[config.mk]
export PLATFORM = sky130hd
export DESIGN_NAME = ata_taskfile_command_setup_unit
export DESIGN_NICKNAME = d
export VERILOG_FILES = /design/src/design/ata_tf_pkg.sv /design/src/design/ata_tf_addr.sv /design/src/design/ata_tf_seq.sv /design/src/design/ata_taskfile_command_setup_unit.sv
export SDC_FILE = /design/constraint.sdc
export NUM_CORES = 1
export LEC_CHECK = 0
export BUFFER_PORTS_ARGS = -buffer_cell sky130_fd_sc_hd__buf_2
export CORE_MARGIN = 2
export CORE_UTILIZATION = 40
export CTS_BUF_LIST = sky130_fd_sc_hd__clkbuf_16
export DETAILED_ROUTE_END_ITERATION = 8
export PLACE_DENSITY_LB_ADDON = 0.3
export SYNTH_ARGS = -nofsm -noshare
export SYNTH_HDL_FRONTEND = slang
export SYNTH_SLANG_ARGS = --single-unit
[constraint.sdc]
create_clock -name clk -period 5.76 [get_ports clk]
set_clock_uncertainty 0.15 [all_clocks]
set_input_delay 0.576 -clock clk [delete_from_list [all_inputs] [get_ports clk]]
set_output_delay 0.576 -clock clk [all_outputs]
set_load 0.005 [all_outputs]
[src/design/ata_tf_pkg.sv]
// ----------------------------------------------------------------------------
// ata_tf_pkg
// Shared types and constants for the taskfile command setup unit.
// ----------------------------------------------------------------------------
`default_nettype none

package ata_tf_pkg;

  // Taskfile register codes.
  localparam logic [2:0] REG_CONTROL  = 3'd0;
  localparam logic [2:0] REG_SECCOUNT = 3'd1;
  localparam logic [2:0] REG_ADDR0    = 3'd2;
  localparam logic [2:0] REG_ADDR1    = 3'd3;
  localparam logic [2:0] REG_ADDR2    = 3'd4;
  localparam logic [2:0] REG_DEVSEL   = 3'd5;
  localparam logic [2:0] REG_COMMAND  = 3'd6;

  // Command bytes.
  localparam logic [7:0] CMD_READ      = 8'h20;
  localparam logic [7:0] CMD_READ_EXT  = 8'h24;
  localparam logic [7:0] CMD_WRITE     = 8'h30;
  localparam logic [7:0] CMD_WRITE_EXT = 8'h34;

  localparam logic [7:0] CONTROL_NIEN = 8'h02;
  localparam logic [7:0] DEV_CHS      = 8'hA0;
  localparam logic [7:0] DEV_LBA      = 8'hE0;

  // Reciprocal of 63 scaled by 2^34, used for the CHS division.
  localparam int unsigned RECIP_SHIFT = 34;
  localparam logic [28:0] RECIP_63    = 29'd272696336;
  localparam logic [7:0]  SECTS_PER_TRACK = 8'd63;

  // Beat positions within one run.
  localparam logic [3:0] BEAT_CTRL   = 4'd0;
  localparam logic [3:0] BEAT_DEV    = 4'd1;
  localparam logic [3:0] BEAT_HOB_SC = 4'd2;
  localparam logic [3:0] BEAT_HOB_A0 = 4'd3;
  localparam logic [3:0] BEAT_HOB_A1 = 4'd4;
  localparam logic [3:0] BEAT_HOB_A2 = 4'd5;
  localparam logic [3:0] BEAT_CNT    = 4'd6;
  localparam logic [3:0] BEAT_A0     = 4'd7;
  localparam logic [3:0] BEAT_A1     = 4'd8;
  localparam logic [3:0] BEAT_A2     = 4'd9;
  localparam logic [3:0] BEAT_CMD    = 4'd10;

  // Fully resolved run, handed from the address pipeline to the sequencer.
  typedef struct packed {
    logic       ext;
    logic [7:0] dev;
    logic [7:0] hob_a0;
    logic [7:0] cnt;
    logic [7:0] a0;
    logic [7:0] a1;
    logic [7:0] a2;
    logic [7:0] cmd;
  } run_t;

endpackage

`default_nettype wire

[src/design/ata_tf_addr.sv]
// ----------------------------------------------------------------------------
// ata_tf_addr
// Three-stage pipeline that resolves the address mode and all run bytes.
// ----------------------------------------------------------------------------
`default_nettype none

module ata_tf_addr (
  input  wire                   clk,
  input  wire                   rst,
  input  wire                   in_valid,
  output logic                  in_ready,
  input  wire                   write_dir,
  input  wire                   slave,
  input  wire                   lba_capable,
  input  wire  [31:0]           lba,
  input  wire  [7:0]            sector_count,
  output logic                  run_valid,
  input  wire                   run_ready,
  output ata_tf_pkg::run_t      run
);

  // Stage 1: operands and the reciprocal product's quotient estimate.
  logic        v1;
  logic        wr1, slv1, cap1;
  logic [31:0] lba1;
  logic [7:0]  cnt1;
  logic [21:0] q0;

  // Stage 2: corrected quotient and sector number.
  logic        v2;
  logic        wr2, slv2, cap2;
  logic [31:0] lba2;
  logic [7:0]  cnt2;
  logic [21:0] q;
  logic [5:0]  sect;

  logic        s1_ready, s2_ready, s3_ready;
  logic [56:0] prod;
  logic [7:0]  q63_lo;
  logic [7:0]  rem0;
  logic [7:0]  rem_fix;
  logic        ext2;
  logic [15:0] cyl;
  ata_tf_pkg::run_t run_next;

  assign s3_ready = !run_valid || run_ready;
  assign s2_ready = !v2 || s3_ready;
  assign s1_ready = !v1 || s2_ready;
  assign in_ready = s1_ready;

  assign prod = {1'b0, lba[27:0]} * {28'd0, ata_tf_pkg::RECIP_63};

  always_ff @(posedge clk) begin
    if (rst) begin
      v1 <= 1'b0;
    end else if (s1_ready) begin
      v1 <= in_valid;
    end
    if (s1_ready && in_valid) begin
      wr1  <= write_dir;
      slv1 <= slave;
      cap1 <= lba_capable;
      lba1 <= lba;
      cnt1 <= sector_count;
      q0   <= prod[ata_tf_pkg::RECIP_SHIFT +: 22];
    end
  end

  // The estimate is exact or one short, so the remainder lies below 126
  // and its low byte is enough.
  assign q63_lo  = {q0[1:0], 6'd0} - q0[7:0];
  assign rem0    = lba1[7:0] - q63_lo;
  assign rem_fix = rem0 - ata_tf_pkg::SECTS_PER_TRACK;

  always_ff @(posedge clk) begin
    if (rst) begin
      v2 <= 1'b0;
    end else if (s2_ready) begin
      v2 <= v1;
    end
    if (s2_ready && v1) begin
      wr2  <= wr1;
      slv2 <= slv1;
      cap2 <= cap1;
      lba2 <= lba1;
      cnt2 <= cnt1;
      if (rem0 >= ata_tf_pkg::SECTS_PER_TRACK) begin
        q    <= q0 + 22'd1;
        sect <= rem_fix[5:0] + 6'd1;
      end else begin
        q    <= q0;
        sect <= rem0[5:0] + 6'd1;
      end
    end
  end

  assign ext2 = (lba2[31:28] != 4'd0);
  assign cyl  = q[19:4];

  always_comb begin
    run_next.ext    = ext2;
    run_next.hob_a0 = lba2[31:24];
    run_next.cnt    = cnt2;
    if (ext2) begin
      run_next.a0  = lba2[7:0];
      run_next.a1  = lba2[15:8];
      run_next.a2  = lba2[23:16];
      run_next.dev = ata_tf_pkg::DEV_LBA | {3'd0, slv2, 4'd0};
      run_next.cmd = wr2 ? ata_tf_pkg::CMD_WRITE_EXT : ata_tf_pkg::CMD_READ_EXT;
    end else if (cap2) begin
      run_next.a0  = lba2[7:0];
      run_next.a1  = lba2[15:8];
      run_next.a2  = lba2[23:16];
      run_next.dev = ata_tf_pkg::DEV_LBA | {3'd0, slv2, lba2[27:24]};
      run_next.cmd = wr2 ? ata_tf_pkg::CMD_WRITE : ata_tf_pkg::CMD_READ;
    end else begin
      run_next.a0  = {2'd0, sect};
      run_next.a1  = cyl[7:0];
      run_next.a2  = cyl[15:8];
      run_next.dev = ata_tf_pkg::DEV_CHS | {3'd0, slv2, q[3:0]};
      run_next.cmd = wr2 ? ata_tf_pkg::CMD_WRITE : ata_tf_pkg::CMD_READ;
    end
  end

  always_ff @(posedge clk) begin
    if (rst) begin
      run_valid <= 1'b0;
    end else if (s3_ready) begin
      run_valid <= v2;
    end
    if (s3_ready && v2) begin
      run <= run_next;
    end
  end

endmodule

`default_nettype wire

[src/design/ata_tf_seq.sv]
// ----------------------------------------------------------------------------
// ata_tf_seq
// Holds one resolved run and plays it out as taskfile write beats.
// ----------------------------------------------------------------------------
`default_nettype none

module ata_tf_seq (
  input  wire                   clk,
  input  wire                   rst,
  input  wire                   run_valid,
  output logic                  run_ready,
  input  wire  ata_tf_pkg::run_t run,
  output logic                  out_valid,
  input  wire                   out_stall,
  output logic [2:0]            reg_code,
  output logic                  high_order,
  output logic [7:0]            value,
  output logic                  last
);

  ata_tf_pkg::run_t held;
  logic [3:0]       beat;
  logic [3:0]       beat_next;
  logic             advance;
  logic             final_beat;

  assign advance    = out_valid && !out_stall;
  assign final_beat = (beat == ata_tf_pkg::BEAT_CMD);
  // A new run may load while the command beat of the previous one leaves.
  assign run_ready  = !out_valid || (advance && final_beat);

  always_comb begin
    if (beat == ata_tf_pkg::BEAT_DEV && !held.ext) begin
      beat_next = ata_tf_pkg::BEAT_CNT;
    end else begin
      beat_next = beat + 4'd1;
    end
  end

  always_ff @(posedge clk) begin
    if (rst) begin
      out_valid <= 1'b0;
      beat      <= ata_tf_pkg::BEAT_CTRL;
    end else if (run_ready) begin
      out_valid <= run_valid;
      beat      <= ata_tf_pkg::BEAT_CTRL;
    end else if (advance) begin
      beat <= beat_next;
    end
    if (run_ready && run_valid) begin
      held <= run;
    end
  end

  always_comb begin
    high_order = 1'b0;
    last       = 1'b0;
    case (beat)
      ata_tf_pkg::BEAT_CTRL: begin
        reg_code = ata_tf_pkg::REG_CONTROL;
        value    = ata_tf_pkg::CONTROL_NIEN;
      end
      ata_tf_pkg::BEAT_DEV: begin
        reg_code = ata_tf_pkg::REG_DEVSEL;
        value    = held.dev;
      end
      ata_tf_pkg::BEAT_HOB_SC: begin
        reg_code   = ata_tf_pkg::REG_SECCOUNT;
        value      = 8'd0;
        high_order = 1'b1;
      end
      ata_tf_pkg::BEAT_HOB_A0: begin
        reg_code   = ata_tf_pkg::REG_ADDR0;
        value      = held.hob_a0;
        high_order = 1'b1;
      end
      ata_tf_pkg::BEAT_HOB_A1: begin
        reg_code   = ata_tf_pkg::REG_ADDR1;
        value      = 8'd0;
        high_order = 1'b1;
      end
      ata_tf_pkg::BEAT_HOB_A2: begin
        reg_code   = ata_tf_pkg::REG_ADDR2;
        value      = 8'd0;
        high_order = 1'b1;
      end
      ata_tf_pkg::BEAT_CNT: begin
        reg_code = ata_tf_pkg::REG_SECCOUNT;
        value    = held.cnt;
      end
      ata_tf_pkg::BEAT_A0: begin
        reg_code = ata_tf_pkg::REG_ADDR0;
        value    = held.a0;
      end
      ata_tf_pkg::BEAT_A1: begin
        reg_code = ata_tf_pkg::REG_ADDR1;
        value    = held.a1;
      end
      ata_tf_pkg::BEAT_A2: begin
        reg_code = ata_tf_pkg::REG_ADDR2;
        value    = held.a2;
      end
      ata_tf_pkg::BEAT_CMD: begin
        reg_code = ata_tf_pkg::REG_COMMAND;
        value    = held.cmd;
        last     = 1'b1;
      end
      default: begin
        reg_code = ata_tf_pkg::REG_COMMAND;
        value    = held.cmd;
        last     = 1'b1;
      end
    endcase
  end

endmodule

`default_nettype wire

[src/design/ata_taskfile_command_setup_unit.sv]
// ----------------------------------------------------------------------------
// ata_taskfile_command_setup_unit
// Turns one PIO sector request into the ordered run of taskfile writes.
// ----------------------------------------------------------------------------
// Usage:
// A request beat on the input channel (in_valid, in_stall) carries the
// direction, drive, LBA support flag, 32-bit sector address and count.
// The output channel (out_valid, out_stall) then delivers one beat per
// register write: control, device select, four high-order writes when the
// address needs 48-bit mode, sector count, three address bytes and finally
// the command byte, which is flagged by last. A run is 11 beats in 48-bit
// mode and 7 beats otherwise.
// The request passes three register stages (reciprocal multiply for the
// cylinder/head/sector split, remainder correction, byte assembly) and
// then the sequencer register before the first beat of a run appears.
// The single write port sets the sustained rate: a run holds it for one
// beat per register write, with requests queued in the pipeline stages
// meanwhile and the next run following the command beat without a gap.
// Reset clears all valid bits; no beat is shown until a request arrives.
// While out_stall is high the current beat holds steady and the stages
// behind it fill up, after which in_stall is raised.
// ----------------------------------------------------------------------------
`default_nettype none

module ata_taskfile_command_setup_unit (
  input  wire         clk,
  input  wire         rst,
  input  wire         in_valid,
  output logic        in_stall,
  input  wire         write_dir,
  input  wire         slave,
  input  wire         lba_capable,
  input  wire  [31:0] lba,
  input  wire  [7:0]  sector_count,
  output logic        out_valid,
  input  wire         out_stall,
  output logic [2:0]  reg_code,
  output logic        high_order,
  output logic [7:0]  value,
  output logic        last
);

  logic             in_ready;
  logic             run_valid;
  logic             run_ready;
  ata_tf_pkg::run_t run;

  assign in_stall = !in_ready;

  // Address pipeline: resolves the mode and every byte of the run.
  ata_tf_addr u_addr (
    .clk          (clk),
    .rst          (rst),
    .in_valid     (in_valid),
    .in_ready     (in_ready),
    .write_dir    (write_dir),
    .slave        (slave),
    .lba_capable  (lba_capable),
    .lba          (lba),
    .sector_count (sector_count),
    .run_valid    (run_valid),
    .run_ready    (run_ready),
    .run          (run)
  );

  // Sequencer: plays the held run out one register write per beat.
  ata_tf_seq u_seq (
    .clk        (clk),
    .rst        (rst),
    .run_valid  (run_valid),
    .run_ready  (run_ready),
    .run        (run),
    .out_valid  (out_valid),
    .out_stall  (out_stall),
    .reg_code   (reg_code),
    .high_order (high_order),
    .value      (value),
    .last       (last)
  );

endmodule

`default_nettype wire

==> key figures <==
Worst setup path
  • CP endpoint: u_addr.q0[15]$_DFFE_PP_
  • Number of buffer and inverter instances along the worst setup path: 5
  • Count of cell instances traversed by the critical path: 19
  • Sort of element at the end of the critical path: flop
  • Worst setup startpoint: lba[7]
  • Crit Path Category: input port to flop
  • Top Family by Delay on Critical Path: adder cells
  • Ordered list of cells on the worst path: buf_2 -> ha_1 -> inv_1 -> fa_1 -> inv_1 -> fa_1 -> inv_1 -> fa_1 -> inv_1 -> ha_1 -> ha_1 -> nand3_1 -> nor4_1 -> a22oi_1 -> nand3_1 -> a21oi_1 -> o21ai_0 -> a21boi_0 -> xnor2_1
  • Launch point of the worst reg-to-reg path: u_addr.q0[1]$_DFFE_PP_
  • Arrival time of the worst setup path: between 5000 and 6000 ps
  • Critical path peak fanout: 5
  • Most used cell along the critical path: inv_1
  • Slowest library cell on the worst path: fa_1
  • Number of cells on the worst reg-to-reg path: 10
  • Setup slack of the most critical reg-to-reg path: 1950 ps
  • Critical Path Start Type: input port
  • Maximum cell stage delay along the critical path: 540 ps
  • Data required time at the worst endpoint: 5860 ps
  • Critical R2R Capture: u_addr.q[16]$_DFFE_PP_

Timing
  • Post-route minimum period: 5070 ps
  • Worst Max-Slew Pin Slew: 1080 ps
  • Slew Viols, Final: 0
  • Final cycle utilization of the critical path: ~88%
  • RSZ-0062 raised after global routing: no
  • Total Negative Setup Slacks: 0 ps
  • Hold violation count in the final report: 0
  • Max Clock Freq: 0.197 GHz
  • Worst slew margin: 28.1%
  • Total setup violations reported at the end of the flow: 0

Clocking
  • Clk pin slew, worst setup/hold paths: 60 ps
  • TritonCTS clock tree: built
  • Number of gates resized after CTS: 0
  • Clock network latency to the later pin of the worst-skew pair: 510 ps
  • Num CTS Buffers: 24
  • Number of buffers on the longest clock path: 3
  • Number of setup buffers added after CTS: 0
  • Root Buffer Master: clkbuf_16
  • Hold buffers post-CTS: 0
  • Clock sinks: 236
  • Maximum level of the CTS H-tree: 1

Die
  • Die width: 184 um
  • Initial standard-cell utilization of the core: 40.3%
  • I/O pin count: 62
  • Die Ht: ~180 um
  • Core region area: between 0.03 and 0.04 mm^2
  • Die area: 0.0340 mm^2
  • Site Rows: 66

Detailed routing
  • Remaining antenna violation count: 0
  • DRC errors left: 0
  • Detailed-route via count: 7,771
  • Routed via count divided by cell count: 5.06
  • First-pass iteration count of the detailed router: 5
  • Routed wire length: between 20 and 30 mm
  • Wire per inst: 18.1 um
  • Number of DRC markers after the initial detailed-route iteration: 481

Synth
  • Cell taking the most area after synthesis: edfxtp_1
  • Simple-gate share of the synthesized area: 6.90%
  • Count of distinct cell types in the synthesized netlist: 62
  • Dominant combinational cell family by area after synthesis: adder cells
  • Synth warnings: 0
  • Multiplexer fraction of the synthesized cell area: between 2 and 3%
  • Post-synthesis cell count: 1,004
  • Syn Nets: 1,244
  • Post-synthesis instance area: 0.0130 mm^2
  • Most instantiated flip-flop cell in the synthesis netlist: edfxtp_1
  • Xor and xnor area share after synthesis: under 10%
  • Area share of the largest cell type after synthesis: 52.6%
  • Adder-Cell Fraction of Synth Area: 20.3%
  • Mapped Avg Cell Area: 13.0 um^2
  • Share of synthesized area occupied by flip-flops and latches: 53.8%
  • Total of flip-flops plus latches after synthesis: 236
  • Share of async-settable or async-resettable flops after synthesis: 0%
  • Number of enable flip-flop cells after synthesis: 228
  • Fraction of the mapped netlist area in compound gates: 8.96%
  • Main area contributors after synthesis: edfxtp_1, ha_1, fa_1

Cells and area
  • Signed area change from the synthesized netlist to the final layout: 12.5%
  • Post-layout nets: roughly 1,300
  • Fraction of final layout cells with drive strength greater than 1: between 10 and 15%
  • Filler-free cell count of the finished design: 1,536
  • Count of filler cells inserted in the layout: between 2,000 and 3,000
  • Diodes inserted: 0

Job
  • MaxCap Viol Count: 0

Power and ir drop
  • Leakage dissipation: 5.97 nW
  • Clock network fraction of design power: 23.6%
  • Sequential Power Share: about 37%
  • Cell-internal power: 4.06 mW
  • Share of power burned in combinational logic: 39.3%
  • Power spent charging and discharging nets: 2.16 mW
  • Switching power as a share of total power: 34.7%
  • VDD IR max: 0.000282 V
  • P per Cell Area: approximately 420 mW/mm^2

Placement
  • Number of placed instances with taps included: 1,493
  • Number of buffer cells added on primary ports: 61
  • Global placement routability congestion: 0.865
  • Post-DP HPWL: 21.1 mm

Run status
  • Status: complete, no violations

Global routing
  • Total global routing track utilization: around 17%
  • Wire length of the first global-routing pass: 43.3 mm
  • Largest net degree at the start of global routing: slightly below 50
  • Initial antenna violation count: 0
  • Number of global-route vias before repair: 7,698
  • Sum of overflow across all layers after global routing: 0

Worst hold path
  • Hold Crit Depth: 1
  • Type of the most critical hold path: input port to flop
==> registers in the layout (all words and copies together) (netlist names) <==
register	flops
u_addr.cnt1	8
u_addr.run_valid	1
u_addr.cap1	1
u_addr.slv1	1
u_addr.cnt2	8
u_addr.lba1	32
u_addr.q	20
u_seq.held	48
u_addr.wr2	1
u_addr.run	48
u_seq.beat	4
u_addr.lba2	32
u_addr.q0	20
u_seq.out_valid	1
u_addr.slv2	1
u_addr.v1	1
u_addr.sect	6
u_addr.wr1	1
u_addr.v2	1
u_addr.cap2	1
==> cell usage in the layout (no fill, tap or decap), types with 7 or more instances in the layout <==
master / instances
xnor2_1: 42
buf_2: 61
nand3_1: 24
edfxtp_1: 228
a21o_1: 15
ha_1: 163
o21ai_0: 32
nor2_1: 42
nand4_1: 13
nor3_1: 8
a21oi_1: 65
inv_1: 111
clkinv_1: 7
mux2i_1: 8
nand2_1: 48
fa_1: 30
buf_4: 8
mux2_2: 23
a22oi_1: 10
dfxtp_1: 8
xor2_1: 12
clkbuf_16: 25
==> Yosys cell counts (3+ instances only) <==
library cell	instances
ha_1	163
nand2b_1	4
buf_1	3
a21o_1	15
dfxtp_1	8
a22oi_1	10
nor2_1	44
a221oi_1	4
and3_1	6
and2_1	5
buf_2	5
o41ai_1	3
nor3_1	8
inv_1	108
a221o_1	3
a31oi_1	4
o22ai_1	3
xor2_1	12
nand4b_1	3
nand3_1	24
nor4_1	3
mux2_2	23
clkbuf_1	14
mux2i_1	8
a21oi_1	65
or3_1	3
fa_1	30
a211oi_1	6
nand4_1	13
and4_1	3
nand2_1	48
xnor2_1	42
a21boi_0	3
edfxtp_1	228
a311oi_1	3
o21ai_0	32
nor2b_1	7
o21a_1	5
==> stage by stage <==
step	setup slack (ps)	util (%)	power [mW]	instance area, um^2	hold slack [ps]
6_report	692	45.4	6.21	14700	98.1
5_1_grt	367	45.4	6.64	14700	76.6
4_1_cts	711	45.4	6.26	14700	74.4
3_5_place_dp	183	43.0	4.76	13900	255
3_3_place_gp	269	43.0	4.76	13900	252
2_1_floorplan	522	-	4.16	13000	250
==> logic make-up (layout without fill, tap and decap cells) <==
kind of cell | after synthesis | in the layout
adders and majority gates | 193 | 193
xor gates and xnor gates | 54 | 54
and+or+nand+nor | 180 | 180
muxes | 31 | 31
buffers and inverters | 131 | 221
DFF | 236 | 236
AOI/OAI and AO/OA | 179 | 179
==> per-layer routing <==
layer / GRT usage, % / up-vias / wire, um / share of wire (%)
li1: - / 3850 / - / -
met1: 23.4 / 3731 / 12900 / 46
met2: 28.6 / 166 / 13300 / 48
met3: 2.04 / 24 / 1280 / 4.6
met4: 3.07 / 0 / 310 / 1.1
met5: 0 / - / 0 / 0
==> worst min path at each step <==
stage	start	to
finish	sector_count[2]	u_addr.cnt1[2]$_DFFE_PP_
global placement	u_addr.wr1$_DFFE_PP_	u_addr.wr2$_DFFE_PP_
floorplan	u_addr.cap1$_DFFE_PP_	u_addr.cap2$_DFFE_PP_
CTS	sector_count[0]	u_addr.cnt1[0]$_DFFE_PP_
detailed placement	u_addr.run[19]$_DFFE_PP_	u_seq.held[19]$_DFFE_PP_
global route	sector_count[2]	u_addr.cnt1[2]$_DFFE_PP_
==> area by class of cell <==
type	count	area [um^2]	area share (%)
Sequential cell	236	7010	47.8
Multi-Input combinational cell	637	5560	37.9
Clock buffer	25	626	4.27
Tap cell	442	553	3.77
Inverter	109	409	2.79
Timing Repair Buffer	69	365	2.49
Clock inverter	18	134	0.914
==> power by group through the flow <==
stage                     Combinational [mW]  Sequential (mW)  Clock [mW]
after floorplan                         1.85             2.30           0
after global placement                  2.42             2.34           0
after detailed placement                2.42             2.34           0
after CTS                               2.45             2.31        1.51
after global routing                    2.74             2.32        1.57
final                                   2.44             2.30        1.47
No activity file was read; power rests on OpenSTA's default activity.
